<file path="config.mk">
export PLATFORM = sky130hd
export DESIGN_NAME = mrf_queue
export DESIGN_NICKNAME = d
export VERILOG_FILES = /design/src/rtl/matrix_rotate_flip_engine_assert.svh /design/src/rtl/mrf_pkg.sv /design/src/rtl/mrf_queue.sv
export SDC_FILE = /design/constraint.sdc
export NUM_CORES = 1
export LEC_CHECK = 0
export ABC_AREA = 1
export BUFFER_PORTS_ARGS = -buffer_cell sky130_fd_sc_hd__buf_2
export CAP_MARGIN = 15
export CORE_UTILIZATION = 52
export CTS_CLUSTER_SIZE = 8
export DETAILED_ROUTE_END_ITERATION = 10
export GPL_ROUTABILITY_DRIVEN = 0
export GPL_TIMING_DRIVEN = 1
export PLACE_DENSITY = 0.88
export SLEW_MARGIN = 40
export SYNTH_ARGS = -nofsm -noshare
export SYNTH_HDL_FRONTEND = slang
export SYNTH_SLANG_ARGS = --single-unit
</file>
<file path="constraint.sdc">
create_clock -name clk_i -period 3.9 [get_ports clk_i]
set_input_delay 0.78 -clock clk_i [delete_from_list [all_inputs] [get_ports clk_i]]
set_output_delay 0.78 -clock clk_i [all_outputs]
set_load 0.005 [all_outputs]
</file>
<file path="src/rtl/matrix_rotate_flip_engine_assert.svh">
`ifndef MATRIX_ROTATE_FLIP_ENGINE_ASSERT_SVH
`define MATRIX_ROTATE_FLIP_ENGINE_ASSERT_SVH
// Assertion macros for the matrix rotate and flip engine.
// Both sample on clk_i and are switched off while rst_ni is low.

// The consequent must hold in the same cycle as the antecedent.
`define MRF_ASSERT_NOW(lbl, ante, cons, msg) \
  lbl: assert property (@(posedge clk_i) disable iff (!rst_ni) (ante) |-> (cons)) \
    else $error(msg);

// The consequent must hold in the cycle after the antecedent.
`define MRF_ASSERT_NEXT(lbl, ante, cons, msg) \
  lbl: assert property (@(posedge clk_i) disable iff (!rst_ni) (ante) |=> (cons)) \
    else $error(msg);

`endif

</file>
<file path="src/rtl/mrf_pkg.sv">
// Shared types and constants of the matrix rotate and flip engine.
package mrf_pkg;

  // Field widths of the item and result channels.
  localparam int unsigned OP_W      = 2;
  localparam int unsigned VALUE_W   = 32;
  localparam int unsigned XF_W      = 3;
  localparam int unsigned ELEM_W    = 32;
  localparam int unsigned DIM_W     = 7;
  localparam int unsigned CFG_IDX_W = 1;
  localparam int unsigned ORI_W     = 3;

  // Operation codes.
  localparam logic [OP_W-1:0] OP_LOAD      = 2'd0;
  localparam logic [OP_W-1:0] OP_TRANSFORM = 2'd1;
  localparam logic [OP_W-1:0] OP_READ      = 2'd2;

  // Transform codes.
  localparam logic [XF_W-1:0] XF_REV_ROWS = 3'd0;
  localparam logic [XF_W-1:0] XF_REV_COLS = 3'd1;
  localparam logic [XF_W-1:0] XF_ROT90    = 3'd2;
  localparam logic [XF_W-1:0] XF_ROT180   = 3'd3;
  localparam logic [XF_W-1:0] XF_ROT270   = 3'd4;

  // Configuration register indexes.
  localparam logic [CFG_IDX_W-1:0] CFG_ROWS = 1'b0;
  localparam logic [CFG_IDX_W-1:0] CFG_COLS = 1'b1;

  // Orientation bits: column flip, row flip, transpose.
  localparam int unsigned ORI_FC = 0;
  localparam int unsigned ORI_FR = 1;
  localparam int unsigned ORI_T  = 2;
  localparam logic [ORI_W-1:0] ORI_M_FC = 3'b001;
  localparam logic [ORI_W-1:0] ORI_M_FR = 3'b010;
  localparam logic [ORI_W-1:0] ORI_M_T  = 3'b100;

  // Command queue geometry.
  localparam int unsigned Q_DEPTH = 2;
  localparam int unsigned Q_PTR_W = 1;
  localparam int unsigned Q_CNT_W = 2;

  // Per-command control carried from the front end to the back end.
  typedef struct packed {
    logic             is_read;
    logic             last;
    logic [DIM_W-1:0] out_rows;
    logic [DIM_W-1:0] out_cols;
  } mrf_meta_t;

  localparam int unsigned META_W = $bits(mrf_meta_t);

  typedef struct packed {
    logic full;
    logic empty;
  } mrf_q_stat_t;

endpackage

</file>
<file path="src/rtl/mrf_queue.sv">
// Two-entry command queue between the front end and the back end.
module mrf_queue import mrf_pkg::*; #(
  parameter int unsigned WIDTH = 64
) (
  input  logic             clk_i,
  input  logic             rst_ni,
  input  logic             push_i,
  input  logic [WIDTH-1:0] data_i,
  input  logic             pop_i,
  output logic [WIDTH-1:0] data_o,
  output mrf_q_stat_t      stat_o
);

  logic [WIDTH-1:0]   slot_q [Q_DEPTH];
  logic [Q_PTR_W-1:0] wr_ptr_q, wr_ptr_d;
  logic [Q_PTR_W-1:0] rd_ptr_q, rd_ptr_d;
  logic [Q_CNT_W-1:0] cnt_q, cnt_d;

  always_comb begin
    wr_ptr_d = push_i ? wr_ptr_q + Q_PTR_W'(1) : wr_ptr_q;
    rd_ptr_d = pop_i ? rd_ptr_q + Q_PTR_W'(1) : rd_ptr_q;
    cnt_d    = cnt_q + Q_CNT_W'(push_i) - Q_CNT_W'(pop_i);
  end

  always_ff @(posedge clk_i or negedge rst_ni) begin
    if (!rst_ni) begin
      wr_ptr_q <= '0;
      rd_ptr_q <= '0;
      cnt_q    <= '0;
    end else begin
      wr_ptr_q <= wr_ptr_d;
      rd_ptr_q <= rd_ptr_d;
      cnt_q    <= cnt_d;
    end
  end

  always_ff @(posedge clk_i) begin
    if (push_i) begin
      slot_q[wr_ptr_q] <= data_i;
    end
  end

  assign data_o       = slot_q[rd_ptr_q];
  assign stat_o.full  = (cnt_q == Q_CNT_W'(Q_DEPTH));
  assign stat_o.empty = (cnt_q == '0);

endmodule

</file>
Word-level counts from Yosys, hierarchy flattened. Memory sizes are Yosys's and may differ from the RTL's. Index checks and enable logic that the tools add are counted.

Flip-flop bits (word level): 4. Bits in latches: 0. Bits in writable memories: 128. ROM bits: 0. Logic and storage cells: 12. Memories: 1.

Memory list: slot_q (words 2, width 64, rd ports 1, clocked after Yosys merged registers in 0, write ports 1, RTL line mrf_queue.sv:14) `logic [WIDTH-1:0] slot_q [Q_DEPTH];`.

Add/sub/neg operators: 4. Multiply operators: 0. Div/mod/pow operators: 0. $lt $le $gt $ge: 0. Eq/ne operators: 1. Shifts and indexed selects: 0. Multiplexer cells: 2. Bitwise operators: 0. Reductions and logical operators: 1.

Operator list (count): 1-bit adder, second input constant (2); 2-bit by 1-bit adder with 2-bit output (1); 2-bit == test, second input constant (1); 2-bit logical NOT (1); 1-bit 2-to-1 mux (2); 2-bit by 1-bit subtractor with 2-bit output (1).

Logic depth before layout (Yosys ltp).
Depth in word-level cells: 2. Depth in mapped cells: 7. Depth with buffers taken out: 7.

Worst setup path before layout. No wires, ideal clock.

Path type: input port to flip-flop. From: input port push_i. To: memory slot_q[0][0], enable pin. Library setup time: 488 ps. Arrival: 3504 ps. Setup slack: -92 ps. Cell stages on the path: 2. Path buffers: 0. Path through: inv_1 -> nor2_1.

Word-level cells in the longest chain between the ends: 2.

RTL lines: start, declared (RTL line mrf_queue.sv:7) `input logic push_i,`; 1-bit 2-to-1 mux (RTL line mrf_queue.sv:38) `if (push_i) begin`; 1-bit 2-to-1 mux (not written as such) (RTL line mrf_queue.sv:39) `slot_q[wr_ptr_q] <= data_i;`; end, declared (RTL line mrf_queue.sv:14).

Every way passes these cells.

Worst setup path after layout.
From: register rd_ptr_q. To: output port data_o[35].

Word-level cells in the longest chain between the ends: 1.

RTL lines: start, declared (RTL line mrf_queue.sv:16) `logic [Q_PTR_W-1:0] rd_ptr_q, rd_ptr_d;`; start signal, assigned (RTL line mrf_queue.sv:32) `rd_ptr_q <= rd_ptr_d;`; memory read 2 x 64 bit; end, declared (RTL line mrf_queue.sv:10) `output logic [WIDTH-1:0] data_o,`.

Every way passes these cells.

==> flow_summary_export.csv <==
group,metric,value,unit
clocking,cts_made_buffers,17,
synthesis,synth_area_leader_cell,"edfxtp_1",
timing,fin_setup_tns,0,ps
synthesis,ys.flop_type,"edfxtp_1",
timing,tightest_slew,666,ps
timing,fmax,362,MHz
place,hpwlAfterDp,5.78,mm
power_and_ir_drop,power.density,728,nW/µm²
global_route,antenna_found_initial,0,
routing,drt_wl_total,8.68,mm
run_status,outcome,"completed",
floorplanning,dieArea,10000,µm²
timing,slew_headroom,55.5,%
timing,rsz0062_at_grt,"no",
place,place_ws,1510,ps
timing,hold_viol,0,
global_route,grt_pass1_wl,13.8,mm
worst_setup_path,required,3120,ps
synthesis,async_flop_share,3.03,%
cells_and_area,antenna_cells,0,
routing,drtIter0Drc,124,
power_and_ir_drop,ir_worst_vdd,0.000467,V
worst_setup_path,cp-start-kind,"flip-flop",
worst_setup_path,cp-end-kind,"output port",
timing,slew_violations,0,
timing,fin_skew,5.49,ps
floorplanning,num_rows,35,
timing,period_share,70.9,%
floorplanning,start_util,53.8,%
floorplanning,boundaryPins,134,
min_path,worstHoldPathType,"primary input to asynchronous set/reset pin",
synthesis,synth-seq-area-share,79.0,%
timing,setup_ws,1130,ps
worst_setup_path,crit_type,"flip-flop to output port",
synthesis,synth_edf_count,128,
clocking,cts_tree,"done",
routing,wl_per_cell,13.5,µm
routing,firstDrtPassIters,4,
power_and_ir_drop,power_leakage,2.75,nW
floorplanning,fp.dieH,100,µm
worst_setup_path,r2r_slack,2030,ps
synthesis,synthesis.nets,429,
worst_setup_path,cp_slowest_cell,"dfrtp_4",
cells_and_area,multi_input_area,649,µm²
synthesis,synth_top_area_share,77.0,%
clocking,cts_setup_buffers,0,
worst_setup_path,crit_chain,"buf_12 > nand2_1 > o21ai_0 > buf_2",
clocking,clockRootBuffer,"clkbuf_8",
clocking,clock_path_buffers,2,
run,cap_violations,0,
clocking,htreeDepth,4,
global_route,grt-ovfl-total,0,
synthesis,ys_top_cells_by_area,"edfxtp_1 (77%), inv_1 (5.3%), nand2_1 (5.3%)",
routing,routed_via_density,4.72,
place,io_buffers,133,
routing,vias,3036,
global_route,grt_pass1_vias,3079,
clocking,clk_latency,490,ps
timing,period_minus_slack,2770,ps
floorplanning,die_w,100,µm
clocking,clk_pin_slew_worst_paths,60,ps
global_route,grt_usage,18.4,%
floorplanning,core,9280,µm²
timing,setup_viol,0,
worst_setup_path,critPathArrivalTime,1990,ps
worst_setup_path,slowest_delay,780,ps
clocking,clock_sinks,132,
synthesis,yosys_warnings,0,
cells_and_area,fillCellCount,677,
synthesis,synth.avg_cell_area,13.9,µm²
synthesis,synth_common_cells,"edfxtp_1 (128), inv_1 (71), nand2_1 (70)",
cells_and_area,regArea,3950,µm²
worst_setup_path,worst-path-buf-inv,2,
worst_setup_path,cp_top_family,"flip-flops",
routing,antenna_left,0,
clocking,post_cts_resize_count,0,
global_route,grt_max_degree,67,
synthesis,synth_area,4990,µm²
cells_and_area,syn2layout_area_growth,27.2,%
synthesis,synthCells,359,
synthesis,yosysMostFrequentCell,"edfxtp_1",
clocking,hold_buffers,0,
routing,drc,0,
synthesis,synth_seq_cells,132,
worst_setup_path,crit_fanout,66,
cells_and_area,layout-drive-gt1-share,33.1,%
timing,whs,90.2,ps
cells_and_area,nets,572,
synthesis,ys_types,13,
layout by cell type (no fill, tap or decap), drive strengths merged:
cell | Yosys | final
clkinv | 0 | 7
clkbuf | 1 | 17
xor2 | 2 | 2
buf | 13 | 138
bufinv | 0 | 3
nand3 | 1 | 1
ha | 2 | 2
o21ai | 64 | 64
nor2 | 3 | 3
clkinvlp | 0 | 4
dfrtp | 4 | 4
inv | 71 | 71
edfxtp | 128 | 128
nand2 | 70 | 70
sequential cells by signal, indices dropped and copies added, names as in the netlist:
| name | cells |
|---|---|
| cnt_q | 2 |
| wr_ptr_q | 1 |
| slot_q | 128 |
| rd_ptr_q | 1 |
worst paths after layout:
check	cells after the start	start	end
setup / recovery	4	rd_ptr_q$_DFFE_PN0P_	data_o[35]
hold / removal	1	rst_ni	cnt_q[0]$_DFF_PN0_
setup reg to reg	3	wr_ptr_q$_DFFE_PN0P_	slot_q[1][34]$_DFFE_PP_
hold reg to reg	1	wr_ptr_q$_DFFE_PN0P_	wr_ptr_q$_DFFE_PN0P_
max in group asynchronous	1	rst_ni	rd_ptr_q$_DFFE_PN0P_
min in group clk_i	1	data_i[14]	slot_q[0][14]$_DFFE_PP_
metrics by stage:
stage	utilization, %	cells	instance area (µm²)	total power [mW]
after global placement	61.7	610	5730	3.06
final	68.4	643	6350	4.62
after global routing	68.4	643	6350	4.90
after CTS	68.1	642	6320	4.67
after detailed placement	61.9	611	5750	3.14
after floorplan	-	359	5000	2.70
worst register-to-register path, stage by stage (launching register included):
cell     delay (ps)
dfrtp_1         420
nand2_1          90
inv_2           500
buf_4           490
cells by family after synthesis:
kind of cell | synth area share (%)
xor gates and xnor gates | 0.351
AOI/OAI and AO/OA | 6.41
buffers and inverters | 8.19
DFF | 79.0
adders and majority gates | 0.501
and+or+nand+nor | 5.59
layout make-up:
| type | count | area share (%) |
|---|---|---|
| Inverter | 71 | 4.20 |
| Sequential cell | 132 | 62.2 |
| Tap cell | 129 | 2.54 |
| Timing Repair Buffer | 138 | 11.8 |
| Clock inverter | 14 | 2.58 |
| Clock buffer | 17 | 6.52 |
| Multi-Input combinational cell | 142 | 10.2 |
power by group:
group	leakage, nW	internal (mW)	switching [mW]	total (mW)
Clock	0.271	0.964	0.551	1.52
Combinational	1.23	0.450	0.613	1.06
Sequential	1.25	1.89	0.158	2.05
routing by layer:
metal	up-vias	routed length (µm)	track usage (%)	part of all wire [%]
li1	1492	-	-	-
met1	1439	3640	21.1	42
met2	96	4540	32.5	52
met3	9	439	6.13	5.1
met4	0	61	6.02	0.70
met5	-	0	0	0
Note: power is estimated with default switching activity, not from simulation.
