$ cat src/rtl/matrix_rotate_flip_engine_assert.svh
`ifndef MATRIX_ROTATE_FLIP_ENGINE_ASSERT_SVH
`define MATRIX_ROTATE_FLIP_ENGINE_ASSERT_SVH
// Assertion macros for the matrix rotate and flip engine.
// Both sample on clk_i and are switched off while rst_ni is low.

// The consequent must hold in the same cycle as the antecedent.
`define MRF_ASSERT_NOW(lbl, ante, cons, msg) \
  lbl: assert property (@(posedge clk_i) disable iff (!rst_ni) (ante) |-> (cons)) \
    else $error(msg);

// The consequent must hold in the cycle after the antecedent.
`define MRF_ASSERT_NEXT(lbl, ante, cons, msg) \
  lbl: assert property (@(posedge clk_i) disable iff (!rst_ni) (ante) |=> (cons)) \
    else $error(msg);

`endif

$ cat src/rtl/mrf_pkg.sv
// Shared types and constants of the matrix rotate and flip engine.
package mrf_pkg;

  // Field widths of the item and result channels.
  localparam int unsigned OP_W      = 2;
  localparam int unsigned VALUE_W   = 32;
  localparam int unsigned XF_W      = 3;
  localparam int unsigned ELEM_W    = 32;
  localparam int unsigned DIM_W     = 7;
  localparam int unsigned CFG_IDX_W = 1;
  localparam int unsigned ORI_W     = 3;

  // Operation codes.
  localparam logic [OP_W-1:0] OP_LOAD      = 2'd0;
  localparam logic [OP_W-1:0] OP_TRANSFORM = 2'd1;
  localparam logic [OP_W-1:0] OP_READ      = 2'd2;

  // Transform codes.
  localparam logic [XF_W-1:0] XF_REV_ROWS = 3'd0;
  localparam logic [XF_W-1:0] XF_REV_COLS = 3'd1;
  localparam logic [XF_W-1:0] XF_ROT90    = 3'd2;
  localparam logic [XF_W-1:0] XF_ROT180   = 3'd3;
  localparam logic [XF_W-1:0] XF_ROT270   = 3'd4;

  // Configuration register indexes.
  localparam logic [CFG_IDX_W-1:0] CFG_ROWS = 1'b0;
  localparam logic [CFG_IDX_W-1:0] CFG_COLS = 1'b1;

  // Orientation bits: column flip, row flip, transpose.
  localparam int unsigned ORI_FC = 0;
  localparam int unsigned ORI_FR = 1;
  localparam int unsigned ORI_T  = 2;
  localparam logic [ORI_W-1:0] ORI_M_FC = 3'b001;
  localparam logic [ORI_W-1:0] ORI_M_FR = 3'b010;
  localparam logic [ORI_W-1:0] ORI_M_T  = 3'b100;

  // Command queue geometry.
  localparam int unsigned Q_DEPTH = 2;
  localparam int unsigned Q_PTR_W = 1;
  localparam int unsigned Q_CNT_W = 2;

  // Per-command control carried from the front end to the back end.
  typedef struct packed {
    logic             is_read;
    logic             last;
    logic [DIM_W-1:0] out_rows;
    logic [DIM_W-1:0] out_cols;
  } mrf_meta_t;

  localparam int unsigned META_W = $bits(mrf_meta_t);

  typedef struct packed {
    logic full;
    logic empty;
  } mrf_q_stat_t;

endpackage

$ cat src/rtl/mrf_if.sv
// Valid/ready channel interfaces for items and results.
interface mrf_in_if import mrf_pkg::*; ();
  logic                      valid;
  logic                      ready;
  logic [OP_W-1:0]           operation;
  logic signed [VALUE_W-1:0] value;
  logic [XF_W-1:0]           transform;

  modport source (output valid, operation, value, transform, input ready);
  modport sink   (input valid, operation, value, transform, output ready);
endinterface


$ cat src/rtl/mrf_front.sv
// Front end: accepts items, tracks orientation and counters, issues store commands.
module mrf_front import mrf_pkg::*; #(
  parameter int unsigned MAX_DIM    = 64,
  parameter int unsigned DATA_WIDTH = 32,
  parameter int unsigned ADDR_W     = 12
) (
  input  logic                  clk_i,
  input  logic                  rst_ni,
  mrf_in_if.sink                in_ch,
  input  logic                  cfg_we_i,
  input  logic [CFG_IDX_W-1:0]  cfg_idx_i,
  input  logic [DIM_W-1:0]      cfg_data_i,
  input  logic                  q_full_i,
  output logic                  q_push_o,
  output mrf_meta_t             q_meta_o,
  output logic [ADDR_W-1:0]     q_addr_o,
  output logic [DATA_WIDTH-1:0] q_wdata_o,
  output logic                  loaded_o
);

  localparam int unsigned EFF_MAX = (MAX_DIM < 127) ? MAX_DIM : 127;
  localparam int unsigned POS_W   = (EFF_MAX > 1) ? $clog2(EFF_MAX) : 1;
  localparam int unsigned IDX_W   = (ADDR_W > 2 * DIM_W) ? ADDR_W : 2 * DIM_W;
  localparam int unsigned DIM_RST = (MAX_DIM < 64) ? MAX_DIM : 64;
  localparam logic [DIM_W-1:0] DIM_CAP = DIM_W'(EFF_MAX);

  function automatic logic [DIM_W-1:0] clamp_dim(input logic [DIM_W-1:0] v);
    logic [DIM_W-1:0] res;
    if (v == '0) begin
      res = DIM_W'(1);
    end else if (v > DIM_CAP) begin
      res = DIM_CAP;
    end else begin
      res = v;
    end
    return res;
  endfunction

  logic [DIM_W-1:0] rows_q, rows_d, cols_q, cols_d;
  logic [ORI_W-1:0] ori_q, ori_d;
  logic [IDX_W-1:0] lc_q, lc_d;
  logic             loaded_q, loaded_d;
  logic [POS_W-1:0] rr_q, rr_d, rc_q, rc_d;

  logic             accept, tr, last, col_wrap;
  logic [IDX_W-1:0] total, lc_base, lc_next, idx;
  logic [DIM_W-1:0] ro, co, i_dim, j_dim;
  logic [POS_W-1:0] r_cur, c_cur, a_sel, b_sel;

  assign in_ch.ready = !q_full_i;
  assign accept      = in_ch.valid && in_ch.ready;
  assign total       = IDX_W'(rows_q) * IDX_W'(cols_q);

  // Map the next output position back to a stored address.
  always_comb begin
    tr       = ori_q[ORI_T];
    ro       = tr ? cols_q : rows_q;
    co       = tr ? rows_q : cols_q;
    r_cur    = (DIM_W'(rr_q) >= ro) ? '0 : rr_q;
    c_cur    = (DIM_W'(rc_q) >= co) ? '0 : rc_q;
    a_sel    = tr ? c_cur : r_cur;
    b_sel    = tr ? r_cur : c_cur;
    i_dim    = ori_q[ORI_FR] ? (rows_q - DIM_W'(1) - DIM_W'(a_sel)) : DIM_W'(a_sel);
    j_dim    = ori_q[ORI_FC] ? (cols_q - DIM_W'(1) - DIM_W'(b_sel)) : DIM_W'(b_sel);
    idx      = IDX_W'(i_dim) * IDX_W'(cols_q) + IDX_W'(j_dim);
    last     = (DIM_W'(r_cur) == ro - DIM_W'(1)) && (DIM_W'(c_cur) == co - DIM_W'(1));
    col_wrap = (DIM_W'(c_cur) + DIM_W'(1)) >= co;
    lc_base  = loaded_q ? '0 : lc_q;
    lc_next  = lc_base + IDX_W'(1);
  end

  always_comb begin
    rows_d   = rows_q;
    cols_d   = cols_q;
    ori_d    = ori_q;
    lc_d     = lc_q;
    loaded_d = loaded_q;
    rr_d     = rr_q;
    rc_d     = rc_q;
    if (cfg_we_i) begin
      case (cfg_idx_i)
        CFG_ROWS: rows_d = clamp_dim(cfg_data_i);
        CFG_COLS: cols_d = clamp_dim(cfg_data_i);
        default:  ;
      endcase
      ori_d    = '0;
      lc_d     = '0;
      loaded_d = 1'b0;
      rr_d     = '0;
      rc_d     = '0;
    end else if (accept) begin
      case (in_ch.operation)
        OP_LOAD: begin
          if (loaded_q) begin
            ori_d = '0;
            rr_d  = '0;
            rc_d  = '0;
          end
          lc_d     = lc_next;
          loaded_d = (lc_next >= total);
        end
        OP_TRANSFORM: begin
          rr_d = '0;
          rc_d = '0;
          case (in_ch.transform)
            XF_REV_ROWS: ori_d = ori_q ^ (tr ? ORI_M_FC : ORI_M_FR);
            XF_REV_COLS: ori_d = ori_q ^ (tr ? ORI_M_FR : ORI_M_FC);
            XF_ROT90:    ori_d = ori_q ^ ORI_M_T ^ (tr ? ORI_M_FC : ORI_M_FR);
            XF_ROT180:   ori_d = ori_q ^ ORI_M_FR ^ ORI_M_FC;
            XF_ROT270:   ori_d = ori_q ^ ORI_M_T ^ (tr ? ORI_M_FR : ORI_M_FC);
            default: begin
              rr_d = rr_q;
              rc_d = rc_q;
            end
          endcase
        end
        OP_READ: begin
          if (loaded_q) begin
            if (last) begin
              rr_d = '0;
              rc_d = '0;
            end else if (col_wrap) begin
              rr_d = r_cur + POS_W'(1);
              rc_d = '0;
            end else begin
              rr_d = r_cur;
              rc_d = c_cur + POS_W'(1);
            end
          end
        end
        default: ;
      endcase
    end
  end

  always_ff @(posedge clk_i or negedge rst_ni) begin
    if (!rst_ni) begin
      rows_q   <= DIM_W'(DIM_RST);
      cols_q   <= DIM_W'(DIM_RST);
      ori_q    <= '0;
      lc_q     <= '0;
      loaded_q <= 1'b0;
      rr_q     <= '0;
      rc_q     <= '0;
    end else begin
      rows_q   <= rows_d;
      cols_q   <= cols_d;
      ori_q    <= ori_d;
      lc_q     <= lc_d;
      loaded_q <= loaded_d;
      rr_q     <= rr_d;
      rc_q     <= rc_d;
    end
  end

  assign q_push_o = accept && ((in_ch.operation == OP_LOAD) ||
                               ((in_ch.operation == OP_READ) && loaded_q));
  assign q_meta_o.is_read  = (in_ch.operation == OP_READ);
  assign q_meta_o.last     = last;
  assign q_meta_o.out_rows = ro;
  assign q_meta_o.out_cols = co;
  assign q_addr_o = (in_ch.operation == OP_LOAD) ? lc_base[ADDR_W-1:0] : idx[ADDR_W-1:0];
  assign loaded_o = loaded_q;

  if (DATA_WIDTH <= VALUE_W) begin : g_wr_trunc
    assign q_wdata_o = in_ch.value[DATA_WIDTH-1:0];
  end else begin : g_wr_ext
    assign q_wdata_o = {{(DATA_WIDTH - VALUE_W){1'b0}}, in_ch.value};
  end

endmodule

$ cat src/flat_wrapper.sv
// flat-port wrapper written by rule: the top's interface ports become plain ports
module mrf_front_flat import mrf_pkg::*;
#(
  parameter int unsigned MAX_DIM    = 64,
  parameter int unsigned DATA_WIDTH = 32,
  parameter int unsigned ADDR_W     = 12
)
  (clk_i, rst_ni, cfg_we_i, cfg_idx_i, cfg_data_i, q_full_i, q_push_o, q_meta_o, q_addr_o, q_wdata_o, loaded_o, in_ch_valid, in_ch_operation, in_ch_value, in_ch_transform, in_ch_ready);
  mrf_in_if in_ch_i ();
  input  logic clk_i;
  input  logic rst_ni;
  input  logic cfg_we_i;
  input  logic [CFG_IDX_W-1:0] cfg_idx_i;
  input  logic [DIM_W-1:0] cfg_data_i;
  input  logic q_full_i;
  output logic q_push_o;
  output mrf_meta_t q_meta_o;
  output logic [ADDR_W-1:0] q_addr_o;
  output logic [DATA_WIDTH-1:0] q_wdata_o;
  output logic loaded_o;
  input wire logic [$bits(in_ch_i.valid)-1:0] in_ch_valid;
  input wire logic [$bits(in_ch_i.operation)-1:0] in_ch_operation;
  input wire logic [$bits(in_ch_i.value)-1:0] in_ch_value;
  input wire logic [$bits(in_ch_i.transform)-1:0] in_ch_transform;
  output wire logic [$bits(in_ch_i.ready)-1:0] in_ch_ready;
  assign in_ch_i.valid = in_ch_valid;
  assign in_ch_i.operation = in_ch_operation;
  assign in_ch_i.value = in_ch_value;
  assign in_ch_i.transform = in_ch_transform;
  assign in_ch_ready = in_ch_i.ready;
  mrf_front #(.MAX_DIM(MAX_DIM), .DATA_WIDTH(DATA_WIDTH), .ADDR_W(ADDR_W)) u_core (.clk_i(clk_i), .rst_ni(rst_ni), .in_ch(in_ch_i), .cfg_we_i(cfg_we_i), .cfg_idx_i(cfg_idx_i), .cfg_data_i(cfg_data_i), .q_full_i(q_full_i), .q_push_o(q_push_o), .q_meta_o(q_meta_o), .q_addr_o(q_addr_o), .q_wdata_o(q_wdata_o), .loaded_o(loaded_o));
endmodule
$ cat config.mk
export PLATFORM = sky130hd
export DESIGN_NAME = mrf_front_flat
export DESIGN_NICKNAME = d
export VERILOG_FILES = /design/src/rtl/matrix_rotate_flip_engine_assert.svh /design/src/rtl/mrf_pkg.sv /design/src/rtl/mrf_if.sv /design/src/rtl/mrf_front.sv /design/src/flat_wrapper.sv
export SDC_FILE = /design/constraint.sdc
export NUM_CORES = 1
export LEC_CHECK = 0
export BUFFER_PORTS_ARGS = -buffer_cell sky130_fd_sc_hd__buf_4
export CORE_AREA = 2 2 120 122
export DETAILED_ROUTE_END_ITERATION = 12
export DIE_AREA = 0 0 122 124
export GPL_TIMING_DRIVEN = 0
export PLACE_DENSITY_LB_ADDON = 0.05
export RECOVER_POWER = 25
export SETUP_SLACK_MARGIN = 0.15
export SKIP_LAST_GASP = 1
export SLEW_MARGIN = 20
export SYNTH_ARGS = -nofsm -noshare
export SYNTH_HDL_FRONTEND = slang
export SYNTH_SLANG_ARGS = --single-unit
$ cat constraint.sdc
create_clock -name clk_i -period 14.15 [get_ports clk_i]
set_input_delay 3.5375 -clock clk_i [delete_from_list [all_inputs] [get_ports clk_i]]
set_output_delay 3.5375 -clock clk_i [all_outputs]
set_load 0.01 [all_outputs]
== Word level (Yosys, flattened, before mapping) ==
Index checks and enable logic that the tools add are counted.
W data, S select, Z words.

* Output and inout bits: 63
* Logic and storage cells: 107
* Bits in registers: 44
* Input port bits: 50

* Add/sub/neg operators: 11
* Order comparisons: 5
* Multiply operators: 2
* Eq/ne operators: 14
* Bitwise operators: 8
* Reduce and logical (&&, ||, !) cells: 20
* Muxes and demuxes: 39

{| class="wikitable"
|+ Operator list
! kind !! number
|-
| $mux W6 || 16
|-
| $mux W14 || 4
|-
| $mux W7 || 6
|-
| $pmux W6 S3 || 2
|-
| $sub A7 B1 Y7 const B || 4
|-
| $pmux W3 S5 || 1
|-
| $add A14 B1 Y14 const B || 1
|-
| $eq A6 B7 Y1 || 2
|-
| $ge A14 B14 Y1 || 1
|-
| $ge A6 B7 Y1 || 2
|-
| $mul A7 B7 Y14 || 1
|-
| $sub A7 B6 Y7 || 2
|-
| $add A12 B7 Y12 || 1
|-
| $add A6 B1 Y6 const B || 2
|-
| $mul A7 B7 Y12 || 1
|-
| $mux W12 || 1
|-
| $reduce_and A5 Y1 || 2
|-
| $mux W3 || 3
|-
| $add A6 B1 Y7 const B || 1
|-
| $ge A7 B7 Y1 || 1
|-
| $gt A7 B7 Y1 const B || 1
|-
| $logic_not A7 Y1 || 1
|-
| $ne A7 B2 Y1 const B || 1
|-
| $eq A3 B2 Y1 const B || 2
|-
| 24 further kinds || 40
|}

== Longest topological paths before layout ==
* Depth after elaboration: 11
* Mapped depth: 41
* Depth with buffers taken out: 36

== Worst setup path after synthesis ==
No wires, ideal clock.

* Kind: flip-flop to output port
* From: register u_core.ori_q[2]
* To: output port q_addr_o[11]
* Data required time: 10.612 ns
* Cell stages (with the launch flop): 41
* Slack: 2.567 ns
* Path buffers: 5
* Arrival time: 8.045 ns
* Cells stage by stage: dfrtp_1 -> buf_6 -> buf_6 -> buf_6 -> clkbuf_1 -> clkbuf_1 -> mux2i_1 -> inv_1 -> ha_1 -> nand2b_1 -> a211oi_1 -> o21a_1 -> nand2b_1 -> nand2_1 -> inv_1 -> a21oi_1 -> ha_1 -> fa_1 -> (+5 left out) -> inv_1 -> and2_1 -> fa_1 -> inv_1 -> fa_1 -> inv_1 -> fa_1 -> inv_1 -> fa_1 -> inv_1 -> ha_1 -> inv_1 -> a21oi_1 -> nor4_1 -> o41ai_1 -> xnor2_1 -> xnor2_1 -> mux2i_1

{| class="wikitable"
|+ RTL lines
! what !! line !! source
|-
| start, declared || mrf_front.sv:40 || <nowiki>logic [ORI_W-1:0] ori_q, ori_d;</nowiki>
|-
| start signal, assigned || mrf_front.sv:148 || <nowiki>ori_q <= ori_d;</nowiki>
|-
| end, declared || flat_wrapper.sv:18 || <nowiki>output logic [ADDR_W-1:0] q_addr_o;</nowiki>
|}

== Worst setup path after layout ==
* From: register u_core.ori_q[2]
* To: output port q_addr_o[11]

* Cells in the longest elaborated chain, start to end: 9
* Elaborated cells between the ends (all ways): 15
* Those cells by class: add/sub: 3; mul: 1; order compare: 2; mux: 9

{| class="wikitable"
|+ RTL lines
! what !! line !! source
|-
| $mux W7 (on tied branches) || mrf_front.sv:57, mrf_front.sv:58 ||
|-
| $ge A6 B7 Y1 (on tied branches) || mrf_front.sv:59, mrf_front.sv:60 ||
|-
| $mux W6 (on tied branches) || mrf_front.sv:59, mrf_front.sv:60 ||
|-
| $mux W6 || mrf_front.sv:61 || <nowiki>a_sel = tr ? c_cur : r_cur;</nowiki>
|-
| $sub A7 B6 Y7 || mrf_front.sv:63 || <nowiki>i_dim = ori_q[ORI_FR] ? (rows_q - DIM_W'(1) - DIM_W'(a_sel)) : DIM_W'(a_sel);</nowiki>
|-
| $mux W7 || mrf_front.sv:63 ||
|-
| $mul A7 B7 Y12 || mrf_front.sv:65 || <nowiki>idx = IDX_W'(i_dim) * IDX_W'(cols_q) + IDX_W'(j_dim);</nowiki>
|-
| $add A12 B7 Y12 (*) || mrf_front.sv:65 ||
|-
| $mux W12 (*) || mrf_front.sv:162 || <nowiki>assign q_addr_o = (in_ch.operation == OP_LOAD) ? lc_base[ADDR_W-1:0] : idx[ADDR_W-1:0];</nowiki>
|}

Every way passes the cells marked *; elsewhere a longest branch is shown, timed or not.

==> impl_results.md <==
- Post-synth EDFFs: 0
- Via count: 7482
- Largest net degree at the start of global routing: 45
- Status: finished, violations left
- Max incr delay on CP: 0.53 ns
- Synth Cell Area: 0.00831 sq mm
- Register area: 0.00110 sq mm
- Core area: 0.0137 sq mm
- Hold_sp: u_core.lc_q[1]
- CP Launch Type: flip-flop
- Antenna Nets Post-Route: 0
- Ys flop type: dfrtp_1
- Antenna cells: 0
- DIE WIDTH: 122 um
- Yosys cell types: 74
- Vias in the first global route: 6932
- Worst Skew: 0.00765 ns
- Root cell of the clock tree: clkbuf_16
- Worst reg2reg setup slack: 7.70 ns
- Later-pin clock latency in the skew report: 0.30 ns
- First-pass GRT wire length: 34.2 mm
- Hold path cells: 2
- Layout cells sized above 1: 14.2%
- CTS Hold Buffers Added: 0
- Die Height: 124 um
- Synth Register Bits: 44
- Hold Worst Slack: 0.536 ns
- Hold Path Class: flip-flop to flip-flop
- Final setup viols: 0
- Routed len/inst: 16.6 um
- Hold Path End: u_core.lc_q[1]
- Htree depth: 2
- Max rail drop VDD: 0.0000462 V
- Setup_tns: 0 ns
- Port Buf Inserts: 80
- Crit Path Category: flip-flop to primary output
- CTS Buf Count: 5
- Row Count: 43
- Reg2Reg Launch Point: u_core.ori_q[2]
- Post-Syn Nets: 1234
- Power per cell area: 63.9 mW/mm^2
- DRT iter0 DRCs: 568
- Fin crit share: 93.8%
- WP data arrival: 9.74 ns
- Global route overflow: 0
- Fill cells: 1199
- Biggest fanout along the worst timing path: 10
- Initial cell density of the core: 60.6%
- Die area: 0.0151 sq mm
- Ys Warns: 0
- Hold Fails Final Rpt: 0
- Hpwl dp: 17.3 mm
- Synthesis-to-finish area growth: 12.0%
- Most used cell, CP: inv_1
- Worst Reg-to-Reg Cells: 26
- Residual DRC count: 0
- Failing checks: max-capacitance violations, max-slew violations
- Fmax: 0.0753 GHz
- Routability cong.: 0.913
- Clock Tree Buf Depth: 2
- Via-per-instance ratio: 5.81
- Antenna violations before repair: 0
- Post-CTS Resized: 0
- Max-cap viol count: 1
- RSZ-0062 raised after global routing: false
- DRT Wirelength: 21.4 mm
- Max-slew headroom: -76.8%
- Reg2reg end: u_core.rr_q[5]
- WP data required: 10.61 ns
- Slowest-stage cell, CP: fa_1
- DRT Pass-1 Iters: 6
- Sink Count: 44
- Nets: 1321
- GRT Util Overall: 28.9%
- CTS tree: yes
- Asr flop ratio synth: 100%
- Worst-margin pin slew: 2.65 ns
- Most common library cell in the layout ignoring fill and taps: inv_1
- Final Util: 67.8%
- # IOs: 113
- Fin. max-slew vios: 45
- Minimum clock period: 13.28 ns
- Multi-input gate area: 0.00632 sq mm
- Sequential-to-total area share from yosys stat: 13.3%
- Clock transition at path regs: 0.07 ns
- Crit path capture type: primary output
- Most frequent cells in the layout: inv_1, buf_4, ha_1
- P_leak: 4.72 nW
- Post-CTS setup repair buffer count: 0
- Syn Area/Cell: 8.16 sq um
- Synth Instances: 1019
==> power breakdown <==
part | internal, mW | leakage [nW] | switching [mW]
combinational | 0.130 | 4.05 | 0.178
clock | 0.0842 | 0.0804 | 0.0597
sequential | 0.133 | 0.594 | 0.0101
==> worst max path at each step <==
stage,to,slack [ns],startpoint,cells past startpoint
finish,q_addr_o[11],0.87,u_core.ori_q[2],38
global route,q_addr_o[11],0.15,u_core.ori_q[2],38
CTS,q_addr_o[11],0.97,u_core.ori_q[2],38
detailed placement,q_addr_o[11],1.32,u_core.ori_q[2],38
global placement,q_addr_o[11],1.35,u_core.ori_q[2],38
floorplan,q_addr_o[11],2.57,u_core.ori_q[2],40
==> area by class of cell <==
class | instances | area share (%)
clock buffers | 5 | 1.34
flip-flops and latches | 44 | 11.9
plain buffers | 75 | 4.73
repair buffers | 80 | 6.41
clock inverters | 3 | 0.497
multi-input cells | 781 | 67.9
inverters | 119 | 4.80
well taps | 180 | 2.42
==> cells in the mapped netlist (5+ instances only) <==
cell	n	area (sq um)
a211oi_1	6	45.0
a21o_1	14	105
a21oi_1	58	290
a22o_1	15	131
a31oi_1	6	37.5
and2_1	60	375
and3_1	10	62.6
buf_4	33	248
clkbuf_1	33	124
dfrtp_1	42	1050
fa_1	56	1120
ha_1	109	1360
inv_1	118	443
mux2_2	6	67.6
mux2i_1	15	150
nand2_1	91	342
nand2b_1	25	156
nand3_1	14	70.1
nor2_1	60	225
nor2b_1	19	119
nor3_1	13	65.1
nor4_1	5	31.3
nor4b_1	5	43.8
o211ai_1	8	60.1
o21ai_0	46	230
or2_2	6	37.5
or3_1	5	31.3
xnor2_1	37	324
xor2_1	22	193
==> flip-flops by register name (all words and copies together), names as in the netlist <==
signal           cells
u_core.cols_q        7
u_core.lc_q         14
u_core.loaded_o      1
u_core.ori_q         3
u_core.rc_q          6
u_core.rows_q        7
u_core.rr_q          6
==> worst max-delay path, delay by kind of cell (launching register included) <==
family	cells	cell delay, ns
fa+ha+maj	7	2.89
compound gates	8	2.04
buf+inv	12	1.90
simple gates	5	1.04
mux	3	0.70
xor+xnor	3	0.45
flops	1	0.38
==> cells by family (layout without fill, tap and decap cells) <==
group / Yosys count / after routing / synth area share (%)
fa+ha+maj: 165 / 165 / 29.9
buf+inv: 194 / 282 / 10.7
mux: 25 / 25 / 3.30
simple gates: 337 / 337 / 21.1
compound gates: 194 / 194 / 15.3
xor+xnor: 60 / 60 / 6.49
flops: 44 / 44 / 13.3
==> metrics by stage <==
| stage | area, sq um | total power [mW] | cells | setup WS [ns] |
|---|---|---|---|---|
| after floorplan | 8310 | 0.359 | 1019 | 2.57 |
| after global placement | 9140 | 0.445 | 1279 | 1.35 |
| after detailed placement | 9140 | 0.450 | 1279 | 1.32 |
| after CTS | 9310 | 0.595 | 1287 | 0.968 |
| after global routing | 9310 | 0.636 | 1287 | 0.154 |
| final | 9310 | 0.595 | 1287 | 0.871 |
==> layer usage <==
| layer | up-vias | part of all wire (%) | global-route usage, % |
|---|---|---|---|
| met1 | 3515 | 45 | 41.3 |
| met2 | 339 | 43 | 45.2 |
| li1 | 3593 | - | - |
| met5 | - | 0 | 0 |
| met4 | 0 | 2.0 | 7.61 |
| met3 | 35 | 9.7 | 5.45 |
(Power assumes the default switching activity.)
